$ cat src/rtl/tcce_pkg.sv
`timescale 1ns / 1ps
// ----------------------------------------------------------------------------
// tcce_pkg: shared types and constants of the text console engine
// screen geometry, control codes, payload words, controller command/status
// ----------------------------------------------------------------------------
package tcce_pkg;

  // screen store geometry
  localparam int unsigned MAX_COLS = 64;
  localparam int unsigned MAX_ROWS = 64;
  localparam int unsigned CELLS    = MAX_COLS * MAX_ROWS;
  localparam int unsigned ADDR_W   = $clog2(CELLS);
  localparam int unsigned PTR_W    = ADDR_W + 1;

  // field widths
  localparam int unsigned GEO_W  = 7;
  localparam int unsigned POS_W  = 6;
  localparam int unsigned CHAR_W = 8;
  localparam int unsigned ATTR_W = 16;
  localparam int unsigned CELL_W = 32;

  localparam logic [GEO_W-1:0] MAX_COLS_G = GEO_W'(MAX_COLS);
  localparam logic [GEO_W-1:0] MAX_ROWS_G = GEO_W'(MAX_ROWS);
  localparam logic [GEO_W-1:0] COLS_RESET = 7'd48;
  localparam logic [GEO_W-1:0] ROWS_RESET = 7'd35;

  // configuration register indexes
  localparam int unsigned CFG_IDX_W = 2;
  localparam int unsigned CFG_DAT_W = 16;
  localparam logic [CFG_IDX_W-1:0] CFG_TEXT_COLS = 2'd0;
  localparam logic [CFG_IDX_W-1:0] CFG_TEXT_ROWS = 2'd1;
  localparam logic [CFG_IDX_W-1:0] CFG_ATTRIBUTE = 2'd2;

  // character and control codes
  localparam logic [CHAR_W-1:0] CH_CR    = 8'h0D;
  localparam logic [CHAR_W-1:0] CH_LF    = 8'h0A;
  localparam logic [CHAR_W-1:0] CH_RIGHT = 8'h91;
  localparam logic [CHAR_W-1:0] CH_UP    = 8'h90;
  localparam logic [CHAR_W-1:0] CH_LEFT  = 8'h93;
  localparam logic [CHAR_W-1:0] CH_DOWN  = 8'h92;
  localparam logic [CHAR_W-1:0] CH_HOME  = 8'h94;
  localparam logic [CHAR_W-1:0] CH_DEL   = 8'h99;
  localparam logic [CHAR_W-1:0] CH_BS    = 8'h08;
  localparam logic [CHAR_W-1:0] CH_CLEAR = 8'h0C;
  localparam logic [CHAR_W-1:0] CH_TAB   = 8'h09;
  localparam logic [CHAR_W-1:0] CH_SPACE = 8'h20;

  // input and result words
  typedef struct packed {
    logic              action;
    logic [CHAR_W-1:0] char_code;
    logic [11:0]       read_addr;
  } item_t;

  typedef struct packed {
    logic [POS_W-1:0]  cursor_row;
    logic [POS_W-1:0]  cursor_col;
    logic [11:0]       cursor_pos;
    logic [CELL_W-1:0] read_data;
  } result_t;

  // character class
  typedef enum logic [3:0] {
    CHR_PRINT,
    CHR_CR,
    CHR_LF,
    CHR_RIGHT,
    CHR_UP,
    CHR_LEFT,
    CHR_DOWN,
    CHR_HOME,
    CHR_DEL,
    CHR_BS,
    CHR_CLEAR,
    CHR_TAB
  } chr_e;

  // datapath operations
  typedef enum logic [3:0] {
    OP_NONE,
    OP_LATCH,
    OP_READ,
    OP_CAPTURE,
    OP_SAT,
    OP_MOVE,
    OP_PUT,
    OP_SCROLL_SET,
    OP_DEL_SET,
    OP_CLR_SET,
    OP_COPY_RD,
    OP_COPY_WR,
    OP_FILL,
    OP_RESULT
  } op_e;

  typedef struct packed {
    op_e op;
  } cmd_t;

  typedef struct packed {
    chr_e chr;
    logic at_bottom;
    logic col_zero;
    logic put_wraps;
    logic copy_done;
    logic fill_done;
  } stat_t;

  function automatic chr_e chr_decode(logic [CHAR_W-1:0] c);
    chr_e k;
    case (c)
      CH_CR:    k = CHR_CR;
      CH_LF:    k = CHR_LF;
      CH_RIGHT: k = CHR_RIGHT;
      CH_UP:    k = CHR_UP;
      CH_LEFT:  k = CHR_LEFT;
      CH_DOWN:  k = CHR_DOWN;
      CH_HOME:  k = CHR_HOME;
      CH_DEL:   k = CHR_DEL;
      CH_BS:    k = CHR_BS;
      CH_CLEAR: k = CHR_CLEAR;
      CH_TAB:   k = CHR_TAB;
      default:  k = CHR_PRINT;
    endcase
    return k;
  endfunction

endpackage

$ cat src/rtl/tcce_ctrl.sv
`timescale 1ns / 1ps
// ----------------------------------------------------------------------------
// tcce_ctrl: sequencer of the text console engine
// walks one item through decode, cell writes and memory sweeps
// ----------------------------------------------------------------------------
module tcce_ctrl (
  input  logic            clk_i,
  input  logic            rst_ni,
  input  logic            start_i,
  input  logic            action_i,
  input  tcce_pkg::stat_t stat_i,
  output tcce_pkg::cmd_t  cmd_o,
  output logic            busy_o
);

  typedef enum logic [13:0] {
    S_BOOT    = 14'h0001,
    S_IDLE    = 14'h0002,
    S_READ    = 14'h0004,
    S_CAP     = 14'h0008,
    S_SAT     = 14'h0010,
    S_EXEC    = 14'h0020,
    S_PUT     = 14'h0040,
    S_SCROLL  = 14'h0080,
    S_DELSET  = 14'h0100,
    S_CLRSET  = 14'h0200,
    S_COPY_RD = 14'h0400,
    S_COPY_WR = 14'h0800,
    S_FILL    = 14'h1000,
    S_FIN     = 14'h2000
  } state_e;

  state_e     state_q, state_d;
  logic [1:0] rem_q, rem_d;

  always_comb begin
    state_d   = state_q;
    rem_d     = rem_q;
    cmd_o.op  = tcce_pkg::OP_NONE;
    case (state_q)
      S_BOOT: begin
        if (stat_i.fill_done) begin
          state_d = S_IDLE;
        end else begin
          cmd_o.op = tcce_pkg::OP_FILL;
        end
      end
      S_IDLE: begin
        if (start_i) begin
          cmd_o.op = tcce_pkg::OP_LATCH;
          state_d  = action_i ? S_READ : S_SAT;
        end
      end
      S_READ: begin
        cmd_o.op = tcce_pkg::OP_READ;
        state_d  = S_CAP;
      end
      S_CAP: begin
        cmd_o.op = tcce_pkg::OP_CAPTURE;
        state_d  = S_FIN;
      end
      S_SAT: begin
        cmd_o.op = tcce_pkg::OP_SAT;
        state_d  = S_EXEC;
      end
      S_EXEC: begin
        cmd_o.op = tcce_pkg::OP_MOVE;
        rem_d    = 2'd0;
        case (stat_i.chr)
          tcce_pkg::CHR_LF:    state_d = stat_i.at_bottom ? S_SCROLL : S_FIN;
          tcce_pkg::CHR_DEL:   state_d = S_DELSET;
          tcce_pkg::CHR_BS:    state_d = stat_i.col_zero ? S_FIN : S_DELSET;
          tcce_pkg::CHR_CLEAR: state_d = S_CLRSET;
          tcce_pkg::CHR_TAB: begin
            rem_d   = 2'd3;
            state_d = S_PUT;
          end
          tcce_pkg::CHR_PRINT: state_d = S_PUT;
          default:             state_d = S_FIN;
        endcase
      end
      S_PUT: begin
        cmd_o.op = tcce_pkg::OP_PUT;
        if (stat_i.put_wraps && stat_i.at_bottom) begin
          state_d = S_SCROLL;
        end else if (rem_q != 2'd0) begin
          rem_d   = rem_q - 2'd1;
          state_d = S_PUT;
        end else begin
          state_d = S_FIN;
        end
      end
      S_SCROLL: begin
        cmd_o.op = tcce_pkg::OP_SCROLL_SET;
        state_d  = S_COPY_RD;
      end
      S_DELSET: begin
        cmd_o.op = tcce_pkg::OP_DEL_SET;
        state_d  = S_COPY_RD;
      end
      S_CLRSET: begin
        cmd_o.op = tcce_pkg::OP_CLR_SET;
        state_d  = S_COPY_RD;
      end
      S_COPY_RD: begin
        if (stat_i.copy_done) begin
          state_d = S_FILL;
        end else begin
          cmd_o.op = tcce_pkg::OP_COPY_RD;
          state_d  = S_COPY_WR;
        end
      end
      S_COPY_WR: begin
        cmd_o.op = tcce_pkg::OP_COPY_WR;
        state_d  = S_COPY_RD;
      end
      S_FILL: begin
        if (!stat_i.fill_done) begin
          cmd_o.op = tcce_pkg::OP_FILL;
        end else if (rem_q != 2'd0) begin
          rem_d   = rem_q - 2'd1;
          state_d = S_PUT;
        end else begin
          state_d = S_FIN;
        end
      end
      S_FIN: begin
        cmd_o.op = tcce_pkg::OP_RESULT;
        state_d  = S_IDLE;
      end
      default: state_d = S_IDLE;
    endcase
  end

  always_ff @(posedge clk_i or negedge rst_ni) begin
    if (!rst_ni) begin
      state_q <= S_BOOT;
      rem_q   <= 2'd0;
    end else begin
      state_q <= state_d;
      rem_q   <= rem_d;
    end
  end

  assign busy_o = (state_q != S_IDLE);

endmodule

$ cat config.mk
export PLATFORM = sky130hd
export DESIGN_NAME = tcce_ctrl
export DESIGN_NICKNAME = d
export VERILOG_FILES = /design/src/rtl/tcce_pkg.sv /design/src/rtl/tcce_ctrl.sv
export SDC_FILE = /design/constraint.sdc
export NUM_CORES = 1
export LEC_CHECK = 0
export BUFFER_PORTS_ARGS = -buffer_cell sky130_fd_sc_hd__buf_2
export CAP_MARGIN = 0
export CORE_UTILIZATION = 50
export DETAILED_ROUTE_END_ITERATION = 10
export HOLD_SLACK_MARGIN = 0.15
export PLACE_DENSITY = 0.74
export SETUP_SLACK_MARGIN = 0.02
export SYNTH_ARGS = -nofsm -noshare
export SYNTH_HDL_FRONTEND = slang
export SYNTH_SLANG_ARGS = --single-unit
$ cat constraint.sdc
create_clock -name clk_i -period 2.33 [get_ports clk_i]
set_clock_uncertainty 0.2 [all_clocks]
set_input_delay 0.233 -clock clk_i [delete_from_list [all_inputs] [get_ports clk_i]]
set_output_delay 0.233 -clock clk_i [all_outputs]
set_load 0.01 [all_outputs]
==> results of run 1 <==
==> layout by cell type, fill, tap and decap left out, drive strengths merged, types with 4 or more instances in the layout <==
cell type / instances
nor4b: 4
buf: 67
dfrtp: 15
nor2: 13
nor3: 8
or4: 5
or4b: 4
o21ai: 7
nand2: 6
dlygate4sd3: 12
nor4: 10
nor3b: 4
inv: 6
clkbuf: 4
nand3: 6
==> worst max path at each step <==
stage	from	end	slack, ps	cells past startpoint
floorplan	state_q[1]	rem_q[1]	-200	6
global placement	state_q[0]	rem_q[1]	-90	5
detailed placement	state_q[1]	rem_q[1]	-110	5
CTS	state_q[4]	cmd_o[0]	-220	7
global route	state_q[0]	cmd_o[3]	-470	7
finish	state_q[0]	cmd_o[3]	-360	7
==> cells by family after synthesis <==
family,Yosys count
compound gates,29
xor+xnor,5
fa+ha+maj,1
buf+inv,17
flops,16
mux,1
simple gates,74
==> power groups by stage <==
stage                     combinational (W)  clock, W  sequential [W]
after floorplan                    0.000300         0        0.000334
after global placement             0.000516         0        0.000325
after detailed placement           0.000532         0        0.000329
after CTS                          0.000702  0.000165        0.000325
after global routing               0.000961  0.000180        0.000332
final                              0.000945  0.000172        0.000331
==> per-stage QoR <==
step | total power (W) | TNS, ps | instance area (um2) | worst slack, ps | utilization
finish | 0.00145 | -2120 | 2110 | -364 | 0.935
global route | 0.00147 | -2940 | 2110 | -471 | 0.935
CTS | 0.00119 | -1010 | 1880 | -222 | 0.835
detailed placement | 0.000861 | -308 | 1580 | -114 | 0.700
global placement | 0.000842 | -271 | 1580 | -94.8 | 0.700
floorplan | 0.000634 | -196 | 1240 | -196 | -
==> metal layers <==
metal | routed length, um | vias to the layer above | track usage | part of all wire
li1 | - | 704 | - | -
met1 | 2070 | 809 | 0.434 | 0.33
met2 | 2790 | 183 | 0.669 | 0.44
met3 | 900 | 66 | 0.0714 | 0.14
met4 | 499 | 2 | 0.236 | 0.080
met5 | 13 | - | 0 | 0.0021
==> timing repair <==
item | 4_1_cts | 5_1_grt
setup endpoints to repair | 9 | 13
gates cloned | 0 | 0
hold buffers | 12 | 0
buffers inserted | 5 | 7
gates resized for setup | 22 | 37
hold endpoints to repair | 25 | 0
pin swaps | 7 | 18
==> final cells by class <==
class                      count  area share
clock buffer                   4      0.0125
multi-input combinational    110       0.475
timing repair buffer          79       0.294
sequential                    16       0.191
inverter                       6      0.0107
tap                           28      0.0166
==> sequential cells by signal (all words and copies together), names as in the netlist <==
register and cells:
rem_q 2, state_q 14
==> out/metrics.cfg, run 1 <==
[outcome]
outcome=finished with violations
violations=negative setup slack

[floorplan]
ioPinCount=18
die_w_um=51.2
initial_core_util=0.536
die_height_um=51.2
die_area_um2=2620
fp.coreArea_um2=2250
rows=17

[cts]
insertion_delay_ps=300
cts.sinks=16
ctsRootBufferMaster=clkbuf_4
cts_htree_levels=1
clock_path_buffers=2
cts_tree=built
cts_buffers=3
clkTransAtPathRegs_ps=110

[power]
p_sw_w=0.000641
power_frac_comb=0.653
vdd_ir_drop_max_mv=0.782
leakagePower_nw=0.931
clockPowerShare=0.119
p_seq_frac=0.229
p_sw_frac=0.443
p_int_w=0.000807
p_per_area_nw_per_um2=687

[global_route]
antenna_found_initial=1
track_usage=0.386
grt_pass1_vias=1549
grt_pass1_wl_mm=7.27
grt_max_degree=17
grt_overflow=0

[routing]
vias=1764
drtIter0Drc=176
ant_nets=0
avgViaCountPerCell=7.26
drc_errors=0
routed_wl_mm=6.28
wl_per_cell_um=25.8
first_pass_iters=5

[synth]
synth_compound_area_frac=0.170
avgSynthCellArea_um2=8.45
yosys.area_share.xor_xnor=0.0362
synth_fp_nets=157
synth_cells=143
synthMuxAreaShare=0.00932
synth_top_area_share=0.311
ys_seq_elements=16
yosys.area_share.adder=0.0104
synth_area_leaders=dfrtp_1 31%, nor4_1 4.1%, nor2_1 4.0%
yosysSeqAreaShare=0.332
synth_most_common_cell=dfrtp_1
synth_flop_cell=dfrtp_1
synthSimpleGateAreaFrac=0.380
yosys.area.top_type=dfrtp_1
synth_top_family_by_area=simple AND/OR/NAND/NOR gates
netlist_area_um2=1210
synthTopCellsByCount=15 x dfrtp_1, 13 x nor2_1, 8 x nor3_1, 8 x nor4_1, 7 x o21ai_0
synth_edf_count=0
synthArstFlopShare=1.00
ys_warn_count=0
synth_cell_types=51

[worst_setup_path]
r2r-end=rem_q[1]
reg2reg_depth=6
worstSetupStartpointType=flop
slowest_stage=dfstp_2
cp.required_ps=1900
worst-path-max-fanout=4
rrSetupSlack_ps=-300
worstPathArrival_ps=2260
path_buf_inv=3
setup.worst_path.end_class=primary output
max_stage_delay_ps=550
crit_chain=buf_4 > nor4b_2 > nand3_4 > a211o_1 > inv_2 > or3_1 > buf_2
critPathKind=reg -> out
crit_family=simple AND/OR/NAND/NOR gates
reg2reg_from=state_q[5]

[timing]
whs_ps=166
timing.fmax_mhz=371
max-slew-margin-rel=0.689
drv_slew=0
tightest_slew_ps=461
rsz0062_at_grt=true
period_needed_ps=2690
finalWorstSetupSlack_ps=-364
hold_viol=0
setup_violations=13
fin_crit_sh=1.16

[finish]
final_layout_size_suffix_gt1_frac=0.526
stdcell_count=243
area_delta_synth_final_pct=74.4
regArea_um2=402
nets=230
n_antenna_cell=0
multi_input_area_um2=1000
fillerInstances=70

[placement]
port_buffers=17
dp.cells=215
globalplace.congestion=0.979
hpwlAfterDp_mm=2.82

[run]
cap_violations=0

[min_path]
holdCritPathClass=in -> async

Power figures use the tool's default switching activity.
==> inputs of run 2 (changes only) <==
--- a/config.mk
+++ b/config.mk
@@ -7,10 +7,11 @@
 export LEC_CHECK = 0
 export BUFFER_PORTS_ARGS = -buffer_cell sky130_fd_sc_hd__buf_2
 export CAP_MARGIN = 0
+export CORE_MARGIN = 1.5
 export CORE_UTILIZATION = 50
 export DETAILED_ROUTE_END_ITERATION = 10
 export HOLD_SLACK_MARGIN = 0.15
-export PLACE_DENSITY = 0.74
+export PLACE_DENSITY = 0.78
 export SETUP_SLACK_MARGIN = 0.02
 export SYNTH_ARGS = -nofsm -noshare
 export SYNTH_HDL_FRONTEND = slang
==> out/metrics.cfg, run 2 <==
[synth]
synth_area_leaders=dfrtp_1 31%, nor4_1 4.1%, nor2_1 4.0%
synth_fp_nets=157
synth_top_area_share=0.311
synth_flop_cell=dfrtp_1
synthArstFlopShare=1.00
yosysSeqAreaShare=0.332
synth_cells=143
avgSynthCellArea_um2=8.45
synth_cell_types=51
synth_most_common_cell=dfrtp_1
yosys.area.top_type=dfrtp_1
ys_warn_count=0
netlist_area_um2=1210
ys_seq_elements=16
synth_edf_count=0
synthTopCellsByCount=15 x dfrtp_1, 13 x nor2_1, 8 x nor3_1, 8 x nor4_1, 7 x o21ai_0

[floorplan]
initial_core_util=0.536
die_height_um=52.2
ioPinCount=18
die_w_um=52.2
rows=17

[cts]
cts.sinks=16
cts_htree_levels=1
cts_buffers=3
ctsRootBufferMaster=clkbuf_4
clock_path_buffers=2

[timing]
endpoint_type=top-level output
grt-worst-endpoint=cmd_o[1]

[placement]
port_buffers=17
globalplace.congestion=0.918
post-place-ws_ps=-161
hpwlAfterDp_mm=2.93
dp.cells=214

[global_route]
track_usage=0.710
grt_max_degree=17
grt_overflow=15

[outcome]
firstError=[ERROR GRT-0232] Routing congestion too high. Check the congestion heatmap in the GUI.
outcome=stopped before the end
stop_stage=global routing (5_1_grt)

==> run 2: logic make-up after synthesis <==
| group | count (synthesis) | synth area share |
|---|---|---|
| buffers and inverters | 17 | 0.0621 |
| AO/OA/AOI/OAI | 29 | 0.170 |
| multiplexers | 1 | 0.00932 |
| XOR/XNOR | 5 | 0.0362 |
| AND/OR/NAND/NOR | 74 | 0.380 |
| flip-flops | 16 | 0.332 |
| adder cells (fa/ha/maj) | 1 | 0.0104 |
==> run 2: repair_timing <==
action | in CTS
setup buffers | 11
endpoints found under the hold margin | 24
hold buffers | 11
pin swaps | 15
setup endpoints to repair | 11
gates resized for setup | 30
==> run 2: stage by stage <==
step | instance area (um2) | setup TNS, ps
floorplan | 1240 | -196
global placement | 1570 | -96.0
detailed placement | 1570 | -436
CTS | 1930 | -974
==> run 2: layer usage <==
layer	GRT overflow	GRT usage
met1	0	0.730
met2	11	0.905
met3	0	0.468
met4	4	0.739
met5	0	0.0714
==> inputs of run 3 (changes only) <==
--- a/config.mk
+++ b/config.mk
@@ -7,12 +7,10 @@
 export LEC_CHECK = 0
 export BUFFER_PORTS_ARGS = -buffer_cell sky130_fd_sc_hd__buf_2
 export CAP_MARGIN = 0
-export CORE_MARGIN = 1.5
-export CORE_UTILIZATION = 50
+export CORE_AREA = 2 2 63 65
 export DETAILED_ROUTE_END_ITERATION = 10
-export HOLD_SLACK_MARGIN = 0.15
-export PLACE_DENSITY = 0.78
-export SETUP_SLACK_MARGIN = 0.02
+export DIE_AREA = 0 0 65 67
+export PLACE_DENSITY_LB_ADDON = 0.15
 export SYNTH_ARGS = -nofsm -noshare
 export SYNTH_HDL_FRONTEND = slang
 export SYNTH_SLANG_ARGS = --single-unit
==> constraint.sdc (replaced) <==
create_clock -name clk_i -period 3 [get_ports clk_i]
set_clock_uncertainty 0.2 [all_clocks]
set_input_delay 0.3 -clock clk_i [delete_from_list [all_inputs] [get_ports clk_i]]
set_output_delay 0.3 -clock clk_i [all_outputs]
set_load 0.01 [all_outputs]
==> out/metrics.cfg, run 3 (synthesis results as in run 1) <==
[worst_setup_path]
worst-path-max-fanout=10
rrSetupSlack_ps=310
r2r-end=rem_q[1]
reg2reg_depth=5
setup.worst_path.end_class=primary output
reg2reg_from=state_q[10]
cp.required_ps=2500
worstSetupStartpointType=flop
critPathKind=reg -> out
worstPathArrival_ps=2310

[routing]
vias=1142
wl_per_cell_um=15.4
drc_errors=0
drtIter0Drc=83
ant_nets=0
routed_wl_mm=3.15
first_pass_iters=4
avgViaCountPerCell=5.57

[cts]
cts_buffers=3
cts_htree_levels=1
cts_tree=built
clock_path_buffers=2
insertion_delay_ps=250
cts_resized=0
cts.sinks=16
clkTransAtPathRegs_ps=60
ctsRootBufferMaster=clkbuf_8

[floorplan]
initial_core_util=0.335
die_w_um=65
die_area_um2=4360
die_height_um=67
rows=22
ioPinCount=18
fp.coreArea_um2=3610

[timing]
max-slew-margin-rel=0.647
finalWorstSetupSlack_ps=191
tightest_slew_ps=526
hold_viol=0
period_needed_ps=2810
setup_violations=0
whs_ps=8.50
drv_slew=0
tns_ps=0
fin_crit_sh=0.936
rsz0062_at_grt=false
timing.fmax_mhz=356

[global_route]
grt_pass1_wl_mm=5.22
grt_max_degree=17
antenna_found_initial=0
grt_pass1_vias=1098
track_usage=0.161
grt_overflow=0

[power]
p_total_w=0.000750
p_per_area_nw_per_um2=544
vdd_ir_drop_max_mv=0.240
leakagePower_nw=0.582

[finish]
mostFrequentLayoutCell=buf_2
area_delta_synth_final_pct=14.1
final_cell_mix=17 x buf_2, 15 x dfrtp_1, 13 x nor2_1
largest_register_ffs=14
nets=172
final_layout_size_suffix_gt1_frac=0.204
reg_top3=state_q: 14 flops, rem_q: 2 flops
n_antenna_cell=0
max_flop_register=state_q
stdcell_count=205

[run]
cap_violations=0

[placement]
globalplace.congestion=0.876
port_buffers=17
dp.cells=200
post-place-ws_ps=355
hpwlAfterDp_mm=2.48

[min_path]
whs_path_depth=2
min_from=action_i
holdCritPathClass=in -> reg
hold_end=state_q[4]

[outcome]
outcome=complete, no violations

==> run 3: critical path: stages (launching register included) <==
cell      delay, ps
dfrtp_1         470
or4_1           680
nor4_2          490
a31oi_1         110
o311ai_0        120
buf_2           190
==> run 3: final cells by class <==
| class | count | area (um2) |
|---|---|---|
| sequential | 16 | 402 |
| timing repair buffer | 21 | 118 |
| clock buffer | 4 | 45.0 |
| inverter | 6 | 22.5 |
| multi-input combinational | 110 | 732 |
| fill | 388 | 2230 |
| tap | 48 | 60.1 |
==> run 3: worst max path at each step <==
stage / start / endpoint / slack [ps] / cells past startpoint
2_1_floorplan: state_q[10] / rem_q[1] / 430 / 7
3_3_place_gp: state_q[10] / rem_q[1] / 370 / 5
3_5_place_dp: state_q[10] / rem_q[1] / 350 / 5
4_1_cts: state_q[10] / cmd_o[2] / 190 / 5
5_1_grt: state_q[10] / cmd_o[2] / 30 / 5
6_report: state_q[10] / cmd_o[2] / 190 / 5
==> run 3: timing repair <==
| item | CTS | global route |
|---|---|---|
| hold endpoints to repair | 15 | 0 |
| endpoints found under the setup margin | 0 | 0 |
| hold buffers | 1 | 0 |
| setup buffers | 0 | 0 |
==> run 3: metrics by stage <==
stage / area (um2) / util
after floorplan: 1210 / -
after global routing: 1380 / 0.382
final: 1380 / 0.382
after CTS: 1380 / 0.382
after detailed placement: 1320 / 0.367
after global placement: 1320 / 0.367
==> run 3: layer usage <==
metal / part of all wire / vias up / track usage
met5: 0 / - / 0
met4: 0.015 / 0 / 0.0638
met1: 0.46 / 525 / 0.204
met3: 0.065 / 5 / 0.0304
met2: 0.46 / 36 / 0.268
li1: - / 576 / -
==> run 3: report_power, final <==
part / total, W / switching (W) / internal, W
combinational: 0.000311 / 0.000186 / 0.000125
clock: 0.000169 / 0.0000749 / 0.0000942
sequential: 0.000270 / 0.0000324 / 0.000237
total: 0.000750 / 0.000293 / 0.000457
